$ cat config.mk
export PLATFORM = sky130hd
export DESIGN_NAME = cosine_distance_unit_top
export DESIGN_NICKNAME = d
export VERILOG_FILES = /design/src/rtl/cdu_pkg.sv /design/src/rtl/cdu_mul.sv /design/src/rtl/cdu_datapath.sv /design/src/rtl/cdu_ctrl.sv /design/src/rtl/cosine_distance_unit_top.sv
export SDC_FILE = /design/constraint.sdc
export NUM_CORES = 2
export LEC_CHECK = 0
export BUFFER_PORTS_ARGS = -buffer_cell sky130_fd_sc_hd__buf_2
export CAP_MARGIN = 30
export CORE_ASPECT_RATIO = 1.2
export CORE_MARGIN = 2
export CORE_UTILIZATION = 60
export CTS_BUF_LIST = sky130_fd_sc_hd__clkbuf_4 sky130_fd_sc_hd__clkbuf_8 sky130_fd_sc_hd__clkbuf_16
export DETAILED_ROUTE_END_ITERATION = 7
export GPL_ROUTABILITY_DRIVEN = 1
export PLACE_DENSITY = 0.79
export SKIP_LAST_GASP = 1
export SLEW_MARGIN = 20
export SYNTH_ARGS = -nofsm -noshare
export SYNTH_HDL_FRONTEND = slang
export SYNTH_SLANG_ARGS = --single-unit
$ cat constraint.sdc
create_clock -name aclk -period 11.35 [get_ports aclk]
set_clock_uncertainty 0.15 [all_clocks]
set_input_delay 2.27 -clock aclk [delete_from_list [all_inputs] [get_ports aclk]]
set_output_delay 2.27 -clock aclk [all_outputs]
set_load 0.01 [all_outputs]
$ cat src/rtl/cdu_pkg.sv
// cdu_pkg: shared types and constants for the cosine distance unit
// used by the controller, the datapath, the top level and the testbench; no dependencies
package cdu_pkg;

    localparam int SCALE    = 1000;
    localparam int SCALE_W  = 10;
    localparam int DIST_W   = 11;
    localparam int DIST_MAX = 2000;
    localparam int T_W      = 12;   // signed search bound, -1000..1001
    localparam int TT_W     = 20;   // square of a search bound
    localparam int LO_INIT  = -SCALE;
    localparam int HI_INIT  = SCALE + 1;

    typedef enum logic [2:0] {
        ST_ACC,
        ST_CHECK,
        ST_GO,
        ST_RUN,
        ST_STEP
    } state_t;

    typedef enum logic [2:0] {
        OP_MAG,     // |dot| * 1000
        OP_SQ,      // (1000 |dot|)^2
        OP_PP,      // norm_a * norm_b
        OP_TT,      // t * t
        OP_RR       // t^2 * norm_a * norm_b
    } mul_op_t;

    typedef struct packed {
        logic    mul_start;
        mul_op_t op;
        logic    step_trivial;
        logic    res_load;
    } cmd_t;

    typedef struct packed {
        logic zero;
        logic trivial;
        logic search_done;
        logic out_full;
        logic mul_done;
    } status_t;

endpackage

$ cat src/rtl/cdu_mul.sv
// cdu_mul: shift-and-add multiplier, one multiplier bit per cycle
// depends on nothing; used by cdu_datapath
module cdu_mul #(
    parameter int AW = 104,
    parameter int BW = 52
) (
    input  logic          aclk,
    input  logic          aresetn,
    input  logic          start,
    input  logic [AW-1:0] a,
    input  logic [BW-1:0] b,
    output logic          done,
    output logic [AW-1:0] product
);

    logic          run_reg;
    logic [AW-1:0] a_reg;
    logic [BW-1:0] b_reg;
    logic [AW-1:0] acc_reg;

    assign done    = run_reg && (b_reg == '0);
    assign product = acc_reg;

    always_ff @(posedge aclk) begin
        if (!aresetn) begin
            run_reg <= 1'b0;
        end else if (start) begin
            run_reg <= 1'b1;
        end else if (done) begin
            run_reg <= 1'b0;
        end
    end

    always_ff @(posedge aclk) begin
        if (start) begin
            a_reg   <= a;
            b_reg   <= b;
            acc_reg <= '0;
        end else if (run_reg && (b_reg != '0)) begin
            if (b_reg[0]) begin
                acc_reg <= acc_reg + a_reg;
            end
            a_reg <= a_reg << 1;
            b_reg <= b_reg >> 1;
        end
    end

endmodule

$ cat src/rtl/cdu_datapath.sv
// cdu_datapath: accumulators, finishing registers, bisection bounds and result register
// depends on cdu_pkg and cdu_mul
module cdu_datapath
    import cdu_pkg::*;
#(
    parameter int COMP_WIDTH = 16,
    parameter int DOT_W      = 42,
    parameter int NORM_W     = 41
) (
    input  logic                         aclk,
    input  logic                         aresetn,
    input  logic                         in_accept,
    input  logic                         in_last,
    input  logic signed [COMP_WIDTH-1:0] comp_a,
    input  logic signed [COMP_WIDTH-1:0] comp_b,
    input  cmd_t                         cmd,
    output status_t                      status,
    input  logic                         out_ready,
    output logic                         out_valid,
    output logic [DIST_W-1:0]            distance_milli,
    output logic                         zero_norm
);

    localparam int BW = DOT_W + SCALE_W;
    localparam int PW = 2 * BW;
    localparam int PP_W = 2 * NORM_W;

    logic [DOT_W-1:0]  dot_acc_reg;
    logic [NORM_W-1:0] norm_a_acc_reg, norm_b_acc_reg;
    logic [DOT_W-1:0]  dot_next;
    logic [NORM_W-1:0] norm_a_next, norm_b_next;

    logic signed [2*COMP_WIDTH-1:0] prod_ab, prod_aa, prod_bb;

    logic              dot_pos_reg;
    logic [DOT_W-1:0]  mag_reg;
    logic [NORM_W-1:0] na_reg, nb_reg;
    logic [PW-1:0]     l_reg;
    logic [PP_W-1:0]   p_reg;
    logic [TT_W-1:0]   tt_reg;
    mul_op_t           op_reg;

    logic signed [T_W-1:0] lo_reg, hi_reg, lo_next, hi_next, mid, span;
    logic [T_W-1:0]        mid_abs;
    logic signed [T_W:0]   dist_full;

    logic          out_valid_reg;
    logic [DIST_W-1:0] dist_reg;
    logic          zero_reg;

    logic [PW-1:0] mul_a, mul_p;
    logic [BW-1:0] mul_b;
    logic          mul_done, holds;

    assign prod_ab = comp_a * comp_b;
    assign prod_aa = comp_a * comp_a;
    assign prod_bb = comp_b * comp_b;

    assign dot_next    = dot_acc_reg + DOT_W'(prod_ab);
    assign norm_a_next = norm_a_acc_reg + NORM_W'($unsigned(prod_aa));
    assign norm_b_next = norm_b_acc_reg + NORM_W'($unsigned(prod_bb));

    always_ff @(posedge aclk) begin
        if (!aresetn) begin
            dot_acc_reg    <= '0;
            norm_a_acc_reg <= '0;
            norm_b_acc_reg <= '0;
        end else if (in_accept) begin
            if (in_last) begin
                dot_acc_reg    <= '0;
                norm_a_acc_reg <= '0;
                norm_b_acc_reg <= '0;
            end else begin
                dot_acc_reg    <= dot_next;
                norm_a_acc_reg <= norm_a_next;
                norm_b_acc_reg <= norm_b_next;
            end
        end
    end

    // snapshot on the last transfer of a vector pair
    always_ff @(posedge aclk) begin
        if (in_accept && in_last) begin
            dot_pos_reg <= !dot_next[DOT_W-1] && (dot_next != '0);
            mag_reg     <= dot_next[DOT_W-1] ? (DOT_W'(0) - dot_next) : dot_next;
            na_reg      <= norm_a_next;
            nb_reg      <= norm_b_next;
        end
    end

    assign span    = hi_reg - lo_reg;
    assign mid     = lo_reg + (span >>> 1);
    assign mid_abs = mid[T_W-1] ? T_W'(-mid) : T_W'(mid);

    always_comb begin
        case (cmd.op)
            OP_MAG: begin
                mul_a = PW'(mag_reg);
                mul_b = BW'(SCALE);
            end
            OP_SQ: begin
                mul_a = l_reg;
                mul_b = l_reg[BW-1:0];
            end
            OP_PP: begin
                mul_a = PW'(na_reg);
                mul_b = BW'(nb_reg);
            end
            OP_TT: begin
                mul_a = PW'(mid_abs);
                mul_b = BW'(mid_abs);
            end
            OP_RR: begin
                mul_a = PW'(p_reg);
                mul_b = BW'(tt_reg);
            end
            default: begin
                mul_a = '0;
                mul_b = '0;
            end
        endcase
    end

    cdu_mul #(.AW(PW), .BW(BW)) u_mul (
        .aclk    (aclk),
        .aresetn (aresetn),
        .start   (cmd.mul_start),
        .a       (mul_a),
        .b       (mul_b),
        .done    (mul_done),
        .product (mul_p)
    );

    always_ff @(posedge aclk) begin
        if (cmd.mul_start) begin
            op_reg <= cmd.op;
        end
        if (mul_done) begin
            case (op_reg)
                OP_MAG, OP_SQ: l_reg  <= mul_p;
                OP_PP:         p_reg  <= mul_p[PP_W-1:0];
                OP_TT:         tt_reg <= mul_p[TT_W-1:0];
                default: ;
            endcase
        end
    end

    // positive dot: 1000 dot <= t sqrt(P) when L <= t^2 P; negative: when L >= t^2 P
    assign holds = dot_pos_reg ? (l_reg <= mul_p) : (l_reg >= mul_p);

    always_comb begin
        lo_next = lo_reg;
        hi_next = hi_reg;
        if (in_accept && in_last) begin
            lo_next = T_W'(LO_INIT);
            hi_next = T_W'(HI_INIT);
        end else if (cmd.step_trivial) begin
            if (!dot_pos_reg) begin
                hi_next = mid;
            end else begin
                lo_next = mid + T_W'(1);
            end
        end else if (mul_done && (op_reg == OP_RR)) begin
            if (holds) begin
                hi_next = mid;
            end else begin
                lo_next = mid + T_W'(1);
            end
        end
    end

    always_ff @(posedge aclk) begin
        lo_reg <= lo_next;
        hi_reg <= hi_next;
    end

    assign dist_full = (T_W+1)'(SCALE) - (T_W+1)'(lo_reg);

    always_ff @(posedge aclk) begin
        if (!aresetn) begin
            out_valid_reg <= 1'b0;
        end else if (cmd.res_load) begin
            out_valid_reg <= 1'b1;
        end else if (out_ready) begin
            out_valid_reg <= 1'b0;
        end
    end

    always_ff @(posedge aclk) begin
        if (cmd.res_load) begin
            zero_reg <= status.zero;
            if (status.zero || dist_full[T_W]) begin
                dist_reg <= '0;
            end else begin
                dist_reg <= DIST_W'(dist_full);
            end
        end
    end

    assign status.zero        = (na_reg == '0) || (nb_reg == '0);
    assign status.trivial     = dot_pos_reg ? (mid <= 0) : (mid >= 0);
    assign status.search_done = (lo_reg >= hi_reg);
    assign status.out_full    = out_valid_reg;
    assign status.mul_done    = mul_done;

    assign out_valid      = out_valid_reg;
    assign distance_milli = dist_reg;
    assign zero_norm      = zero_reg;

endmodule

$ cat src/rtl/cdu_ctrl.sv
// cdu_ctrl: sequencer for accumulation, the multiply chain and the bisection
// depends on cdu_pkg
module cdu_ctrl
    import cdu_pkg::*;
(
    input  logic    aclk,
    input  logic    aresetn,
    input  logic    in_accept,
    input  logic    in_last,
    input  status_t status,
    output logic    in_ready,
    output cmd_t    cmd
);

    state_t  state_reg, state_next;
    mul_op_t op_reg, op_next;

    always_ff @(posedge aclk) begin
        if (!aresetn) begin
            state_reg <= ST_ACC;
            op_reg    <= OP_MAG;
        end else begin
            state_reg <= state_next;
            op_reg    <= op_next;
        end
    end

    always_comb begin
        state_next       = state_reg;
        op_next          = op_reg;
        in_ready         = 1'b0;
        cmd.mul_start    = 1'b0;
        cmd.op           = op_reg;
        cmd.step_trivial = 1'b0;
        cmd.res_load     = 1'b0;
        case (state_reg)
            ST_ACC: begin
                in_ready = 1'b1;
                if (in_accept && in_last) begin
                    state_next = ST_CHECK;
                end
            end
            ST_CHECK: begin
                if (status.zero) begin
                    if (!status.out_full) begin
                        cmd.res_load = 1'b1;
                        state_next   = ST_ACC;
                    end
                end else begin
                    op_next    = OP_MAG;
                    state_next = ST_GO;
                end
            end
            ST_GO: begin
                cmd.mul_start = 1'b1;
                state_next    = ST_RUN;
            end
            ST_RUN: begin
                if (status.mul_done) begin
                    case (op_reg)
                        OP_MAG: begin
                            op_next    = OP_SQ;
                            state_next = ST_GO;
                        end
                        OP_SQ: begin
                            op_next    = OP_PP;
                            state_next = ST_GO;
                        end
                        OP_TT: begin
                            op_next    = OP_RR;
                            state_next = ST_GO;
                        end
                        default: state_next = ST_STEP;
                    endcase
                end
            end
            ST_STEP: begin
                if (status.search_done) begin
                    if (!status.out_full) begin
                        cmd.res_load = 1'b1;
                        state_next   = ST_ACC;
                    end
                end else if (status.trivial) begin
                    cmd.step_trivial = 1'b1;
                end else begin
                    op_next    = OP_TT;
                    state_next = ST_GO;
                end
            end
            default: state_next = ST_ACC;
        endcase
    end

endmodule

$ cat src/rtl/cosine_distance_unit_top.sv
// Cosine distance unit: one component pair per transfer on the slave side; the transfer with
// tlast set closes the pair of vectors, and one result follows on the master side: the floor
// of 1000 * (1 - dot / sqrt(|a|^2 |b|^2)) clamped to 0..2000, with tuser set (and distance 0)
// when either norm is zero. Components are accumulated at one per cycle. After tlast the
// block stops taking transfers while a single shift-and-add multiplier, one bit per cycle,
// works out the result: first the three fixed products, then an 11-step bisection in which
// each step that the signs do not settle runs two more products. A finished result waits
// in an output register while the next vector pair streams in. Accumulators wrap beyond
// MAX_DIM components.
// depends on cdu_pkg, cdu_ctrl, cdu_datapath
module cosine_distance_unit_top
    import cdu_pkg::*;
#(
    parameter int MAX_DIM    = 1024,
    parameter int COMP_WIDTH = 16
) (
    input  logic                              aclk,
    input  logic                              aresetn,
    input  logic                              s_tvalid,
    output logic                              s_tready,
    input  logic [((2*COMP_WIDTH+7)/8)*8-1:0] s_tdata,  // comp_a, comp_b, zero fill
    input  logic                              s_tlast,
    output logic                              m_tvalid,
    input  logic                              m_tready,
    output logic [15:0]                       m_tdata,  // distance_milli, zero fill
    output logic [0:0]                        m_tuser   // zero_norm
);

    localparam int DIM_W  = $clog2(MAX_DIM);
    localparam int DOT_W  = 2 * COMP_WIDTH + DIM_W;
    localparam int NORM_W = 2 * COMP_WIDTH - 1 + DIM_W;

    cmd_t    cmd;
    status_t status;
    logic    in_accept;
    logic [DIST_W-1:0] distance_milli;
    logic    zero_norm;

    assign in_accept = s_tvalid && s_tready;

    cdu_ctrl u_ctrl (
        .aclk      (aclk),
        .aresetn   (aresetn),
        .in_accept (in_accept),
        .in_last   (s_tlast),
        .status    (status),
        .in_ready  (s_tready),
        .cmd       (cmd)
    );

    cdu_datapath #(
        .COMP_WIDTH (COMP_WIDTH),
        .DOT_W      (DOT_W),
        .NORM_W     (NORM_W)
    ) u_dp (
        .aclk           (aclk),
        .aresetn        (aresetn),
        .in_accept      (in_accept),
        .in_last        (s_tlast),
        .comp_a         ($signed(s_tdata[COMP_WIDTH-1:0])),
        .comp_b         ($signed(s_tdata[2*COMP_WIDTH-1:COMP_WIDTH])),
        .cmd            (cmd),
        .status         (status),
        .out_ready      (m_tready),
        .out_valid      (m_tvalid),
        .distance_milli (distance_milli),
        .zero_norm      (zero_norm)
    );

    assign m_tdata    = 16'(distance_milli);
    assign m_tuser[0] = zero_norm;

endmodule

==> metrics <==
Tcrit/Tclk final=95.62%; DP Area=75780 sq um; CP Data Required Time=11.78 ns; CTS Buf Count=74; crit path time final=10.85 ns; final wirelength=201.2 mm; first-pass GRT wire length=317.5 mm; relative slew slack=31.70%; clk buf depth=3; DR vias=56940; hold crit path type=flip-flop to flip-flop; Synth top area share=20.82%; Distinct cells, synth=92; ys flop type=edfxtp_1; most frequent cells in the layout=1063 x inv_1, 772 x nand2_1, 743 x fa_1; Synth area leaders=edfxtp_1 21%, fa_1 21%, ha_1 10%; WS Path Type=primary input to flip-flop; TritonCTS sink count=762; Slowest-stage cell, CP=fa_1; clock root buffer=clkbuf_16; first drt pass iteration count=7; Iteration-0 DRC Markers=4595; fill count=9403; sequential share of the synthesized area=28.01%; Cells after Synth=7692; Die Span X=321.1 um; Slew Viols, Final=0; clk_lat worst skew=0.68 ns; Final Cell Area=78400 sq um; commonest non-fill, non-tap cell in the layout=inv_1; total gr overflow=0; crit path buf inv count=9; Ys Warns=0; startpoint types=primary input; Routability Congestion=0.9816; Critical Path Sink Type=flip-flop; critical path data arrival time=11.28 ns; RSZ-0062 raised after global routing=false; Starting Density=60.50%; Via density=6.057; hpwl dp=157.5 mm; worst hold margin=0.3132 ns; number of synthesized flops with an enable pin=502; Avg WL per Cell=21.40 um; Top cell by count, worst path=fa_1; Total GRT Usage=32.84%; delay-heaviest family, CP=adder cells; outcome=completed; vias in the first global route=58980; Critical Path Max Stage Delay=0.55 ns; Final Hold Viols=0; # DRC=0; DP Worst Slack=-0.2146 ns; post-synthesis register bit count=762; Final Net Count=9164; H-tree levels=3; # port buffers=50; Max Cap Viol=0; Core Footprint=119700 sq um; Routed Antenna Nets=0; die area=123500 sq um; Mapped Avg Cell Area=9.411 sq um; P&R area growth vs syn=8.301%; Row Count=139; initial antenna violation count=1; die height=384.5 um; Synth async-reset ratio=0%; I/O pin total=56; Worst Setup Slack, final=0.4970 ns; layout cell share with drive strength beyond 1=7.214%; Reg clk slew, reported paths=0.07 ns; largest area contributor in the netlist=edfxtp_1; final setup fails=0; fmax=0.09214 GHz; cell area after synthesis=72390 sq um; CTS tree=built; largest net degree at the start of global routing=90; CP max FO=21; Worst-Margin Slew=1.015 ns
## cells in the mapped netlist (55+ instances only)
library cell	instances
inv_1	1065
nand2_1	775
fa_1	743
ha_1	599
edfxtp_1	502
nor2_1	486
a21oi_1	464
o21ai_0	333
clkbuf_1	307
xnor2_1	274
dfxtp_1	260
and2_1	208
a22oi_1	197
a21o_1	194
nand3_1	117
xor2_1	111
nor3_1	94
nand4_1	80
nor4_1	57
o21a_1	57
o21bai_1	55
## layout make-up
| cell class | count | area [sq um] | share of cell area (%) |
|---|---|---|---|
| inverters | 1073 | 4036 | 5.148 |
| well taps | 1551 | 1941 | 2.475 |
| clock inverters | 35 | 439.2 | 0.5602 |
| repair buffers | 346 | 2635 | 3.361 |
| diodes | 4 | 10.01 | 0.01277 |
| flip-flops and latches | 762 | 20280 | 25.87 |
| clock buffers | 102 | 2110 | 2.691 |
| multi-input cells | 5528 | 46950 | 59.89 |
## stage by stage
step | std cells | TNS [ns] | utilization, %
final | 9401 | 0 | 65.52
after global routing | 9398 | 0 | 65.52
after CTS | 9393 | 0 | 65.46
after detailed placement | 9256 | -1.152 | 63.33
after global placement | 9248 | 0 | 63.24
after floorplan | 7696 | 0 | -
## worst paths after layout
kind                                       start                                   end  slack (ns)  cells after the start
max                                   s_tdata[5]  u_dp.norm_a_acc_reg[39]$_SDFFE_PN0P_        0.50                     34
min          u_dp.u_mul.product[96]$_SDFFE_PP0P_              u_dp.l_reg[96]$_DFFE_PP_        0.31                      0
max reg2reg          u_dp.lo_reg[1]$_SDFFE_PP0P_           u_dp.hi_reg[8]$_SDFFE_PP1P_        5.42                     23
min reg2reg  u_dp.u_mul.product[96]$_SDFFE_PP0P_              u_dp.l_reg[96]$_DFFE_PP_        0.31                      0
## logic make-up (layout without fill, tap and decap cells)
family                     after synthesis  in the layout  synth area share, %
AOI/OAI and AO/OA                     1708           1708                15.48
other                                    1              9             0.005180
adders and majority gates             1342           1342                30.90
and+or+nand+nor                       2068           2068                13.32
xor gates and xnor gates               386            386                4.689
buffers and inverters                 1406           1556                7.320
DFF                                    762            762                28.01
muxes                                   19             19               0.2644
## per-layer routing
layer	part of all wire, %	track usage (%)	routed length, um
met1	36	37.20	73400
met2	50	58.26	100700
met3	5.7	4.028	11390
met4	7.8	21.68	15700
met5	0	0	0
## what timing repair did
action,in CTS,in global routing
endpoints found under the setup margin,0,6
resized for setup,0,3
hold endpoints to repair,0,0
setup buffers,0,0
hold buffers,0,0
Power is left out: the tool's default activity adds up to more than one toggle a clock period on the data nets, which glitch-free logic cannot reach.
